### src/hdl/apla_pkg.sv
// ----------------------------------------------------------------------------
// Address pool lease allocator package
// Shared widths, request and status codes and control types.
// ----------------------------------------------------------------------------
package apla_pkg;

  localparam int ADDR_W          = 32;
  localparam int RANGE_W         = 2;
  localparam int STATUS_W        = 3;
  localparam int CFG_IDX_W       = 4;
  localparam int LEASE_DEPTH_DEF = 16;
  localparam int NUM_RANGES_DEF  = 4;

  typedef enum logic [1:0] {
    REQ_ALLOC   = 2'd0,
    REQ_ASSIGN  = 2'd1,
    REQ_RELEASE = 2'd2
  } req_t;

  typedef enum logic [STATUS_W-1:0] {
    ST_OK         = 3'd0,
    ST_NO_FREE    = 3'd1,
    ST_NOT_AVAIL  = 3'd2,
    ST_FULL       = 3'd3,
    ST_NOT_LEASED = 3'd4
  } status_t;

  typedef struct packed {
    logic clr;
    logic en;
  } scan_ctl_t;

endpackage

### src/hdl/apla_ram.sv
// ----------------------------------------------------------------------------
// Generic RAM
// One write port and one read port with registered read data.
// ----------------------------------------------------------------------------
module apla_ram #(
  parameter int WIDTH = 8,
  parameter int DEPTH = 16
) (
  input  logic                                 clk,
  input  logic                                 we,
  input  logic [(DEPTH > 1 ? $clog2(DEPTH) : 1)-1:0] waddr,
  input  logic [WIDTH-1:0]                     wdata,
  input  logic [(DEPTH > 1 ? $clog2(DEPTH) : 1)-1:0] raddr,
  output logic [WIDTH-1:0]                     rdata
);

  logic [WIDTH-1:0] mem [DEPTH];

  always_ff @(posedge clk) begin
    if (we) begin
      mem[waddr] <= wdata;
    end
    rdata <= mem[raddr];
  end

endmodule

### src/hdl/apla_scan.sv
// ----------------------------------------------------------------------------
// Lease table scan unit
// While enabled, compares one lease entry per cycle against a base address
// and window, collecting a hit mask by offset, first hit and first free entry.
// ----------------------------------------------------------------------------
module apla_scan #(
  parameter int LEASE_DEPTH = apla_pkg::LEASE_DEPTH_DEF
) (
  input  logic                                          clk,
  input  logic                                          rst_n,
  input  apla_pkg::scan_ctl_t                           ctl,
  input  logic                                          ent_vld,
  input  logic [apla_pkg::ADDR_W-1:0]                   ent_addr,
  input  logic [apla_pkg::RANGE_W-1:0]                  ent_rng,
  input  logic [(LEASE_DEPTH > 1 ? $clog2(LEASE_DEPTH) : 1)-1:0] ent_idx,
  input  logic [apla_pkg::ADDR_W-1:0]                   base,
  input  logic [$clog2(LEASE_DEPTH+1)-1:0]              span,
  input  logic [apla_pkg::RANGE_W-1:0]                  tgt_rng,
  output logic [LEASE_DEPTH:0]                          mask_r,
  output logic                                          hit_any_r,
  output logic [(LEASE_DEPTH > 1 ? $clog2(LEASE_DEPTH) : 1)-1:0] hit_idx_r,
  output logic                                          free_any_r,
  output logic [(LEASE_DEPTH > 1 ? $clog2(LEASE_DEPTH) : 1)-1:0] free_idx_r
);

  import apla_pkg::*;

  localparam int SW = $clog2(LEASE_DEPTH + 1);

  logic [ADDR_W-1:0] off;
  logic              in_win;
  logic              hit;

  assign off    = ent_addr - base;
  assign in_win = (off[ADDR_W-1:SW] == '0) && (off[SW-1:0] <= span);
  assign hit    = ent_vld && (ent_rng == tgt_rng) && in_win;

  always_ff @(posedge clk) begin
    if (!rst_n) begin
      mask_r     <= '0;
      hit_any_r  <= 1'b0;
      free_any_r <= 1'b0;
    end else if (ctl.clr) begin
      mask_r     <= '0;
      hit_any_r  <= 1'b0;
      free_any_r <= 1'b0;
    end else if (ctl.en) begin
      if (hit) begin
        mask_r[off[SW-1:0]] <= 1'b1;
      end
      if (hit && !hit_any_r) begin
        hit_any_r <= 1'b1;
      end
      if (!ent_vld && !free_any_r) begin
        free_any_r <= 1'b1;
      end
    end
  end

  always_ff @(posedge clk) begin
    if (ctl.en && hit && !hit_any_r) begin
      hit_idx_r <= ent_idx;
    end
    if (ctl.en && !ent_vld && !free_any_r) begin
      free_idx_r <= ent_idx;
    end
  end

endmodule

### src/hdl/address_pool_lease_allocator_top.sv
// ----------------------------------------------------------------------------
// Address pool lease allocator
// Hands out, assigns and releases IPv4 address leases from NUM_RANGES
// configured ranges (four by default). One request is handled at a time. For
// each range it tries, the block sweeps the lease table through its single
// RAM read port, one entry per cycle; an empty or non-matching range is
// skipped without a sweep. A finished result waits in the output register
// while the next item is accepted.
// ----------------------------------------------------------------------------
module address_pool_lease_allocator_top #(
  parameter int LEASE_DEPTH = apla_pkg::LEASE_DEPTH_DEF,
  parameter int NUM_RANGES  = apla_pkg::NUM_RANGES_DEF
) (
  input  logic                           clk,
  input  logic                           rst_n,
  input  logic                           in_tvalid,
  output logic                           in_tready,
  input  logic [39:0]                    in_tdata,   // req_address, req_range, zero fill
  input  logic [1:0]                     in_tuser,   // req_type
  output logic                           out_tvalid,
  input  logic                           out_tready,
  output logic [39:0]                    out_tdata,  // status, granted_address,
                                                     // granted_range, zero fill
  input  logic                           cfg_wr_en,
  input  logic [apla_pkg::CFG_IDX_W-1:0] cfg_index,
  input  logic [apla_pkg::ADDR_W-1:0]    cfg_wdata
);

  import apla_pkg::*;

  localparam int IW = (LEASE_DEPTH > 1) ? $clog2(LEASE_DEPTH) : 1;
  localparam int SW = $clog2(LEASE_DEPTH + 1);
  localparam int RW = (NUM_RANGES > 1) ? $clog2(NUM_RANGES) : 1;
  localparam int EW = ADDR_W + RANGE_W;

  typedef enum logic [4:0] {
    S_IDLE    = 5'b00001,
    S_RANGE   = 5'b00010,
    S_SCAN    = 5'b00100,
    S_RESOLVE = 5'b01000,
    S_OUT     = 5'b10000
  } state_t;

  state_t                state_r, state_nxt;
  logic [1:0]            req_type_r, req_type_nxt;
  logic [ADDR_W-1:0]     req_addr_r, req_addr_nxt;
  logic [RANGE_W-1:0]    req_rng_r, req_rng_nxt;
  logic [RW-1:0]         rng_r, rng_nxt;
  logic [ADDR_W-1:0]     base_r, base_nxt;
  logic [SW-1:0]         span_r, span_nxt;
  logic [SW-1:0]         cnt_r, cnt_nxt;
  logic [IW-1:0]         p_idx_r, p_idx_nxt;
  logic [STATUS_W-1:0]   res_status_r, res_status_nxt;
  logic [ADDR_W-1:0]     res_addr_r, res_addr_nxt;
  logic [RANGE_W-1:0]    res_rng_r, res_rng_nxt;
  logic                  out_tvalid_r, out_tvalid_nxt;
  logic [39:0]           out_tdata_r, out_tdata_nxt;
  logic [LEASE_DEPTH-1:0] valid_r, valid_nxt;
  logic [ADDR_W-1:0]     range_lo_r [NUM_RANGES];
  logic [ADDR_W-1:0]     range_hi_r [NUM_RANGES];

  scan_ctl_t             scan_ctl;
  logic [LEASE_DEPTH:0]  scan_mask;
  logic                  scan_hit_any;
  logic [IW-1:0]         scan_hit_idx;
  logic                  scan_free_any;
  logic [IW-1:0]         scan_free_idx;

  logic                  ram_we;
  logic [EW-1:0]         ram_wdata;
  logic [EW-1:0]         ram_rdata;
  logic [RANGE_W-1:0]    tgt_rng;

  logic [ADDR_W-1:0]     cur_lo;
  logic [ADDR_W-1:0]     cur_hi;
  logic [ADDR_W-1:0]     diff;
  logic                  skip;
  logic                  last_rng;
  logic [LEASE_DEPTH:0]  span_m;
  logic [LEASE_DEPTH:0]  free_m;
  logic                  found;
  logic [SW-1:0]         zoff;
  logic [ADDR_W-1:0]     got_addr;

  // Configuration registers.
  always_ff @(posedge clk) begin
    for (int r = 0; r < NUM_RANGES; r++) begin
      if (!rst_n) begin
        range_lo_r[r] <= ADDR_W'(1);
        range_hi_r[r] <= '0;
      end else if (cfg_wr_en) begin
        if (cfg_index == CFG_IDX_W'(2 * r)) begin
          range_lo_r[r] <= cfg_wdata;
        end
        if (cfg_index == CFG_IDX_W'(2 * r + 1)) begin
          range_hi_r[r] <= cfg_wdata;
        end
      end
    end
  end

  apla_ram #(
    .WIDTH (EW),
    .DEPTH (LEASE_DEPTH)
  ) u_lease_ram (
    .clk   (clk),
    .we    (ram_we),
    .waddr (scan_free_idx),
    .wdata (ram_wdata),
    .raddr (cnt_r[IW-1:0]),
    .rdata (ram_rdata)
  );

  assign tgt_rng = (req_type_r == REQ_RELEASE) ? req_rng_r : RANGE_W'(rng_r);

  apla_scan #(
    .LEASE_DEPTH (LEASE_DEPTH)
  ) u_scan (
    .clk        (clk),
    .rst_n      (rst_n),
    .ctl        (scan_ctl),
    .ent_vld    (valid_r[p_idx_r]),
    .ent_addr   (ram_rdata[ADDR_W-1:0]),
    .ent_rng    (ram_rdata[EW-1:ADDR_W]),
    .ent_idx    (p_idx_r),
    .base       (base_r),
    .span       (span_r),
    .tgt_rng    (tgt_rng),
    .mask_r     (scan_mask),
    .hit_any_r  (scan_hit_any),
    .hit_idx_r  (scan_hit_idx),
    .free_any_r (scan_free_any),
    .free_idx_r (scan_free_idx)
  );

  assign cur_lo   = range_lo_r[rng_r];
  assign cur_hi   = range_hi_r[rng_r];
  assign diff     = cur_hi - cur_lo;
  assign last_rng = (rng_r == RW'(NUM_RANGES - 1));
  assign skip     = (req_type_r == REQ_ALLOC) ? (cur_lo > cur_hi)
                  : ((req_addr_r < cur_lo) || (req_addr_r > cur_hi));

  always_comb begin
    for (int j = 0; j <= LEASE_DEPTH; j++) begin
      span_m[j] = (SW'(j) <= span_r);
    end
  end

  assign free_m = ~scan_mask & span_m;
  assign found  = |free_m;

  always_comb begin
    zoff = '0;
    for (int j = LEASE_DEPTH; j >= 0; j--) begin
      if (free_m[j]) begin
        zoff = SW'(j);
      end
    end
  end

  assign got_addr  = base_r + ADDR_W'(zoff);
  assign ram_wdata = {RANGE_W'(rng_r), got_addr};

  always_comb begin
    state_nxt      = state_r;
    req_type_nxt   = req_type_r;
    req_addr_nxt   = req_addr_r;
    req_rng_nxt    = req_rng_r;
    rng_nxt        = rng_r;
    base_nxt       = base_r;
    span_nxt       = span_r;
    cnt_nxt        = cnt_r;
    p_idx_nxt      = p_idx_r;
    res_status_nxt = res_status_r;
    res_addr_nxt   = res_addr_r;
    res_rng_nxt    = res_rng_r;
    out_tvalid_nxt = out_tvalid_r;
    out_tdata_nxt  = out_tdata_r;
    valid_nxt      = valid_r;
    scan_ctl       = '0;
    ram_we         = 1'b0;

    if (out_tvalid_r && out_tready) begin
      out_tvalid_nxt = 1'b0;
    end

    unique case (state_r)
      S_IDLE: begin
        if (in_tvalid) begin
          req_type_nxt = in_tuser;
          req_addr_nxt = in_tdata[ADDR_W-1:0];
          req_rng_nxt  = in_tdata[ADDR_W+RANGE_W-1:ADDR_W];
          rng_nxt      = '0;
          cnt_nxt      = '0;
          unique case (in_tuser)
            REQ_RELEASE: begin
              base_nxt     = in_tdata[ADDR_W-1:0];
              span_nxt     = '0;
              scan_ctl.clr = 1'b1;
              state_nxt    = S_SCAN;
            end
            REQ_ALLOC, REQ_ASSIGN: begin
              state_nxt = S_RANGE;
            end
            default: begin
              res_status_nxt = ST_NOT_AVAIL;
              res_addr_nxt   = '0;
              res_rng_nxt    = '0;
              state_nxt      = S_OUT;
            end
          endcase
        end
      end
      S_RANGE: begin
        if (skip) begin
          if (last_rng) begin
            res_status_nxt = (req_type_r == REQ_ALLOC) ? ST_NO_FREE : ST_NOT_AVAIL;
            res_addr_nxt   = '0;
            res_rng_nxt    = '0;
            state_nxt      = S_OUT;
          end else begin
            rng_nxt = rng_r + RW'(1);
          end
        end else begin
          if (req_type_r == REQ_ALLOC) begin
            base_nxt = cur_lo;
            span_nxt = (diff > ADDR_W'(LEASE_DEPTH)) ? SW'(LEASE_DEPTH) : diff[SW-1:0];
          end else begin
            base_nxt = req_addr_r;
            span_nxt = '0;
          end
          scan_ctl.clr = 1'b1;
          cnt_nxt      = '0;
          state_nxt    = S_SCAN;
        end
      end
      S_SCAN: begin
        scan_ctl.en = (cnt_r != '0);
        p_idx_nxt   = cnt_r[IW-1:0];
        cnt_nxt     = cnt_r + SW'(1);
        if (cnt_r == SW'(LEASE_DEPTH)) begin
          state_nxt = S_RESOLVE;
        end
      end
      S_RESOLVE: begin
        if (req_type_r == REQ_RELEASE) begin
          if (scan_hit_any) begin
            valid_nxt[scan_hit_idx] = 1'b0;
            res_status_nxt          = ST_OK;
            res_addr_nxt            = req_addr_r;
            res_rng_nxt             = req_rng_r;
          end else begin
            res_status_nxt = ST_NOT_LEASED;
            res_addr_nxt   = '0;
            res_rng_nxt    = '0;
          end
          state_nxt = S_OUT;
        end else if (found) begin
          if (scan_free_any) begin
            ram_we                   = 1'b1;
            valid_nxt[scan_free_idx] = 1'b1;
            res_status_nxt           = ST_OK;
            res_addr_nxt             = got_addr;
            res_rng_nxt              = RANGE_W'(rng_r);
          end else begin
            res_status_nxt = ST_FULL;
            res_addr_nxt   = '0;
            res_rng_nxt    = '0;
          end
          state_nxt = S_OUT;
        end else if (last_rng) begin
          res_status_nxt = (req_type_r == REQ_ALLOC) ? ST_NO_FREE : ST_NOT_AVAIL;
          res_addr_nxt   = '0;
          res_rng_nxt    = '0;
          state_nxt      = S_OUT;
        end else begin
          rng_nxt   = rng_r + RW'(1);
          state_nxt = S_RANGE;
        end
      end
      S_OUT: begin
        if (!out_tvalid_r || out_tready) begin
          out_tvalid_nxt = 1'b1;
          out_tdata_nxt  = {3'b000, res_rng_r, res_addr_r, res_status_r};
          state_nxt      = S_IDLE;
        end
      end
      default: begin
        state_nxt = S_IDLE;
      end
    endcase
  end

  always_ff @(posedge clk) begin
    if (!rst_n) begin
      state_r      <= S_IDLE;
      out_tvalid_r <= 1'b0;
      valid_r      <= '0;
    end else begin
      state_r      <= state_nxt;
      out_tvalid_r <= out_tvalid_nxt;
      valid_r      <= valid_nxt;
    end
  end

  always_ff @(posedge clk) begin
    req_type_r   <= req_type_nxt;
    req_addr_r   <= req_addr_nxt;
    req_rng_r    <= req_rng_nxt;
    rng_r        <= rng_nxt;
    base_r       <= base_nxt;
    span_r       <= span_nxt;
    cnt_r        <= cnt_nxt;
    p_idx_r      <= p_idx_nxt;
    res_status_r <= res_status_nxt;
    res_addr_r   <= res_addr_nxt;
    res_rng_r    <= res_rng_nxt;
    out_tdata_r  <= out_tdata_nxt;
  end

  assign in_tready  = (state_r == S_IDLE);
  assign out_tvalid = out_tvalid_r;
  assign out_tdata  = out_tdata_r;

  a_scan_bound: assert property (@(posedge clk) disable iff (!rst_n)
    (state_r == S_SCAN) |-> (cnt_r <= SW'(LEASE_DEPTH)))
    else $error("scan counter ran past the lease table");

  a_full_table: assert property (@(posedge clk) disable iff (!rst_n)
    (state_r == S_RESOLVE && req_type_r != REQ_RELEASE && found && !scan_free_any)
      |-> (&valid_r))
    else $error("table full reported with a free entry");

  a_fail_zero: assert property (@(posedge clk) disable iff (!rst_n)
    (out_tvalid_r && out_tdata_r[STATUS_W-1:0] != ST_OK)
      |-> (out_tdata_r[39:STATUS_W] == '0))
    else $error("failed request carries a nonzero address or range");

  a_busy: assert property (@(posedge clk) disable iff (!rst_n)
    (in_tvalid && in_tready) |=> !in_tready)
    else $error("accepted an item while a request was in progress");

endmodule
### config.mk
export PLATFORM = sky130hd
export DESIGN_NAME = address_pool_lease_allocator_top
export DESIGN_NICKNAME = d
export VERILOG_FILES = /design/src/hdl/apla_pkg.sv /design/src/hdl/apla_ram.sv /design/src/hdl/apla_scan.sv /design/src/hdl/address_pool_lease_allocator_top.sv
export SDC_FILE = /design/constraint.sdc
export NUM_CORES = 2
export LEC_CHECK = 0
export ABC_CLOCK_PERIOD_IN_PS = 7740
export BUFFER_PORTS_ARGS = -buffer_cell sky130_fd_sc_hd__buf_2
export CORE_ASPECT_RATIO = 0.75
export CORE_MARGIN = 1
export CORE_UTILIZATION = 45
export CTS_CLUSTER_SIZE = 20
export DETAILED_ROUTE_END_ITERATION = 10
export PLACE_DENSITY = 0.69
export SETUP_SLACK_MARGIN = 0.2
export SLEW_MARGIN = 20
export SYNTH_ARGS = -nofsm -noshare
export SYNTH_HDL_FRONTEND = slang
export SYNTH_HIERARCHICAL = 1
export SYNTH_SLANG_ARGS = --single-unit
### constraint.sdc
create_clock -name clk -period 7.74 [get_ports clk]
set_input_delay 0.387 -clock clk [delete_from_list [all_inputs] [get_ports clk]]
set_output_delay 0.387 -clock clk [all_outputs]
set_load 0.01 [all_outputs]
==> reports/qor.csv <==
metric;value;unit
post-DP HPWL;85600;um
RR Endpoint;u_scan/mask_r[16]$_SDFFE_PP0P_;
Syn-to-layout area delta;12.8;%
synthesized netlist cell count;3308;
sequential share of the synthesized area;63.3;%
pin count of the biggest net entering global routing;106;
crit path max fanout;31;
DIE WIDTH;380;um
Compound-Gate Fraction of Synth Area;8.56;%
EDFF count, synth;966;
post-synth cell types;105;
I/O Buffers;115;
initial DRC count;3724;
Switch Pwr;6190;uW
Worst Skew;35.8;ps
Final #Nets;3708;
Startpoint Class;flip-flop;
clock share of power;27.1;%
hold path depth;2;
Synth async-reset ratio;0;%
CTS tree;yes;
CTS Buf Count;95;
gr ovfl total;0;
Final Hold Vio Count;0;
clk sinks;1043;
CP Capture Type;flip-flop;
Global Route met3 Usage;7.01;%
relative slew slack;30.7;%
reg2reg path depth;17;
FF+latch count, synth;1043;
Detailed Route WL;130000;um
worst setup path class;reg -> reg;
Slew Limit Fails;0;
post-synthesis mux area share;10.5;%
largest family of logic cells by synthesized area;multiplexers;
Initial Utilization;45.6;%
# IOs;125;
Syn. warnings;6;
VDD IR-drop max;0.000184;V
Setup Fix Bufs, Post-CTS;0;
first-pass GRT wire length;190000;um
die height;286;um
Flop pwr share;38.5;%
Max Root-Sink Buffers;3;
post-route setup TNS;0;ps
Synth Area in Adders;3.70;%
busiest layer in global routing;met1;
DIE AREA;0.108;sq mm
Initial DRT Pass Iterations;5;
Remaining DRCs;0;
PD cells;327;mW/mm^2
Min-Delay Path Class;in -> reg;
internal power;11600;uW
antenna violations before repair;4;
worst slew pin tran;1040;ps
Mapped Avg Cell Area;14.6;sq um
routed via count;30100;
CTS clock-pin slew for the worst setup and hold paths;70;ps
Max-Cap Viols;0;
CP required;8390;ps
number of global-route vias before repair;28700;
minimum clock period;6510;ps
met2 Use GR;32.8;%
status;finished, final reports clean;
Leakage;0.0190;uW
GP Congestion;0.965;
core area;0.106;sq mm
worst hold slack;47.5;ps
post-DR wirelength/cell;26.0;um
Final Cycle Share;84.2;%
setup repair after global routing missed its margin;false;
post-synthesis xor/xnor area fraction;1.11;%
CP endpoint;u_scan/mask_r[16]$_SDFFE_PP0P_;
ANT nets after route;0;
Simple-Gate Fraction of Synth Area;10.1;%
row cnt;103;
Tot GR Track Use;23.6;%
fraction of layout cells with a size suffix above 1;18.3;%
FF-to-FF setup slack;1230;ps
Top FF cell, synth;edfxtp_1;
Logic pwr share;34.3;%
GR Util met1;36.3;%
Fmax;0.154;GHz
Vias/cell;6.04;
Final Setup Violations;0;
Data arrival, critical path;7160;ps
mapped cell area;0.0482;sq mm
worst skew pair latency;710;ps
sw frac;34.8;%
number of H-tree levels;3;
Root Buffer;clkbuf_16;
-- power groups by stage --
stage	combinational (uW)	sequential, uW	clock [uW]
6_report	6110	6850	4820
5_1_grt	6560	6880	5090
4_1_cts	5960	6850	4890
3_5_place_dp	5890	6970	0
3_3_place_gp	5870	6970	0
2_1_floorplan	4370	6770	0
-- synth_stat cells (all sizes together) (14+ instances only) --
cell type,count,area share [%]
edfxtp,966,60
and2,266,3.5
nand2,231,1.8
mux4,205,9.6
inv,151,1.2
o21ai,143,1.5
ha,138,3.6
nor2,130,1.0
a21oi,121,1.3
clkbuf,92,0.72
a22oi,85,1.3
dfxtp,77,3.2
buf,59,0.77
nand3,44,0.46
xnor2,44,0.80
nand4,39,0.54
mux2i,38,0.79
a21o,35,0.55
nor3,34,0.36
nand2b,31,0.40
o211ai,28,0.45
a211oi,22,0.39
and3,21,0.28
a31oi,20,0.27
or3,18,0.23
a32o,17,0.35
a32oi,17,0.31
nor2b,17,0.22
xor2,17,0.31
o21a,16,0.25
nand3b,15,0.23
nor4,14,0.19
-- state kept, by name (all words and copies together) (netlist names), 16 cells and up, named ones only --
name	flops
base_r	32
out_tdata	37
range_hi_r	128
range_lo_r	128
req_addr_r	32
res_addr_r	32
u_lease_ram/mem	544
u_lease_ram/rdata	34
u_scan/mask_r	17
valid_r	16
-- worst max-delay path, stage by stage (launching register included) --
cell      delay [ps]
dfxtp_4          770
mux4_2           630
inv_1            100
ha_1             250
a21oi_1          280
o21bai_1         110
o311ai_1         760
a211oi_1         210
o41ai_1          860
o22ai_1          610
nand3_1          430
o21ai_0          300
nor2b_1          180
buf_4            250
and3_1           230
nand2_1          100
nor3_1           210
a22o_1           160
-- cell type report --
type | count | area (sq um)
Antenna cell | 1 | 2.50
Clock buffer | 123 | 2580
Clock inverter | 50 | 587
Fill cell | 8724 | 51300
Inverter | 151 | 567
Multi-Input combinational cell | 1965 | 16800
Sequential cell | 1043 | 30600
Tap cell | 1417 | 1770
Timing Repair Buffer | 228 | 1540
-- metrics by stage --
stage	cell area, sq um	worst slack [ps]	std cells	utilization (%)	total power [uW]
final	54400	1230	4978	51.5	17800
after global routing	54400	1090	4978	51.5	18500
after CTS	54400	1610	4977	51.5	17700
after detailed placement	50800	1640	4766	48.1	12900
after global placement	50800	1750	4766	48.1	12800
after floorplan	48200	1890	3310	-	11100
-- how the worst min path moves through the flow --
stage / start / end
after global routing: cfg_wdata[25] / range_lo_r[0][25]$_SDFFCE_PN0P_
after global placement: res_addr_r[15]$_DFFE_PP_ / out_tdata[18]$_DFFE_PP_
final: cfg_wdata[25] / range_hi_r[1][25]$_SDFFCE_PN0P_
after detailed placement: res_addr_r[15]$_DFFE_PP_ / out_tdata[18]$_DFFE_PP_
after CTS: cfg_wdata[25] / range_hi_r[0][25]$_SDFFCE_PN0P_
after floorplan: res_status_r[1]$_DFFE_PP_ / out_tdata[1]$_DFFE_PP_
-- per-layer routing --
metal  wire length [um]  part of all wire [%]
met2              53500                    41
met5                 40                 0.031
met3              15300                    12
met4               2640                   2.0
met1              58100                    45
-- cell usage in the layout, fill, tap and decap left out, drive strengths merged, types with 77 or more instances in the layout --
cell type / instances
a22oi: 85
inv: 156
a21oi: 121
nor2: 130
nand2: 231
dfxtp: 77
edfxtp: 966
o21ai: 143
buf: 190
ha: 138
clkbuf: 123
and2: 266
mux4: 205
-- logic make-up (layout without fill, tap and decap cells) --
group | Yosys count | after routing
adder cells (fa/ha/maj) | 141 | 141
AND/OR/NAND/NOR | 915 | 915
XOR/XNOR | 61 | 61
other | 1 | 4
flip-flops | 1043 | 1043
buffers and inverters | 302 | 552
AO/OA/AOI/OAI | 598 | 598
multiplexers | 247 | 247
-- what timing repair did --
action                                 CTS  global route
resized for setup                        0             0
setup endpoints to repair                0             0
endpoints found under the hold margin   48             0
hold buffers                            38             0
(Power assumes the default switching activity.)
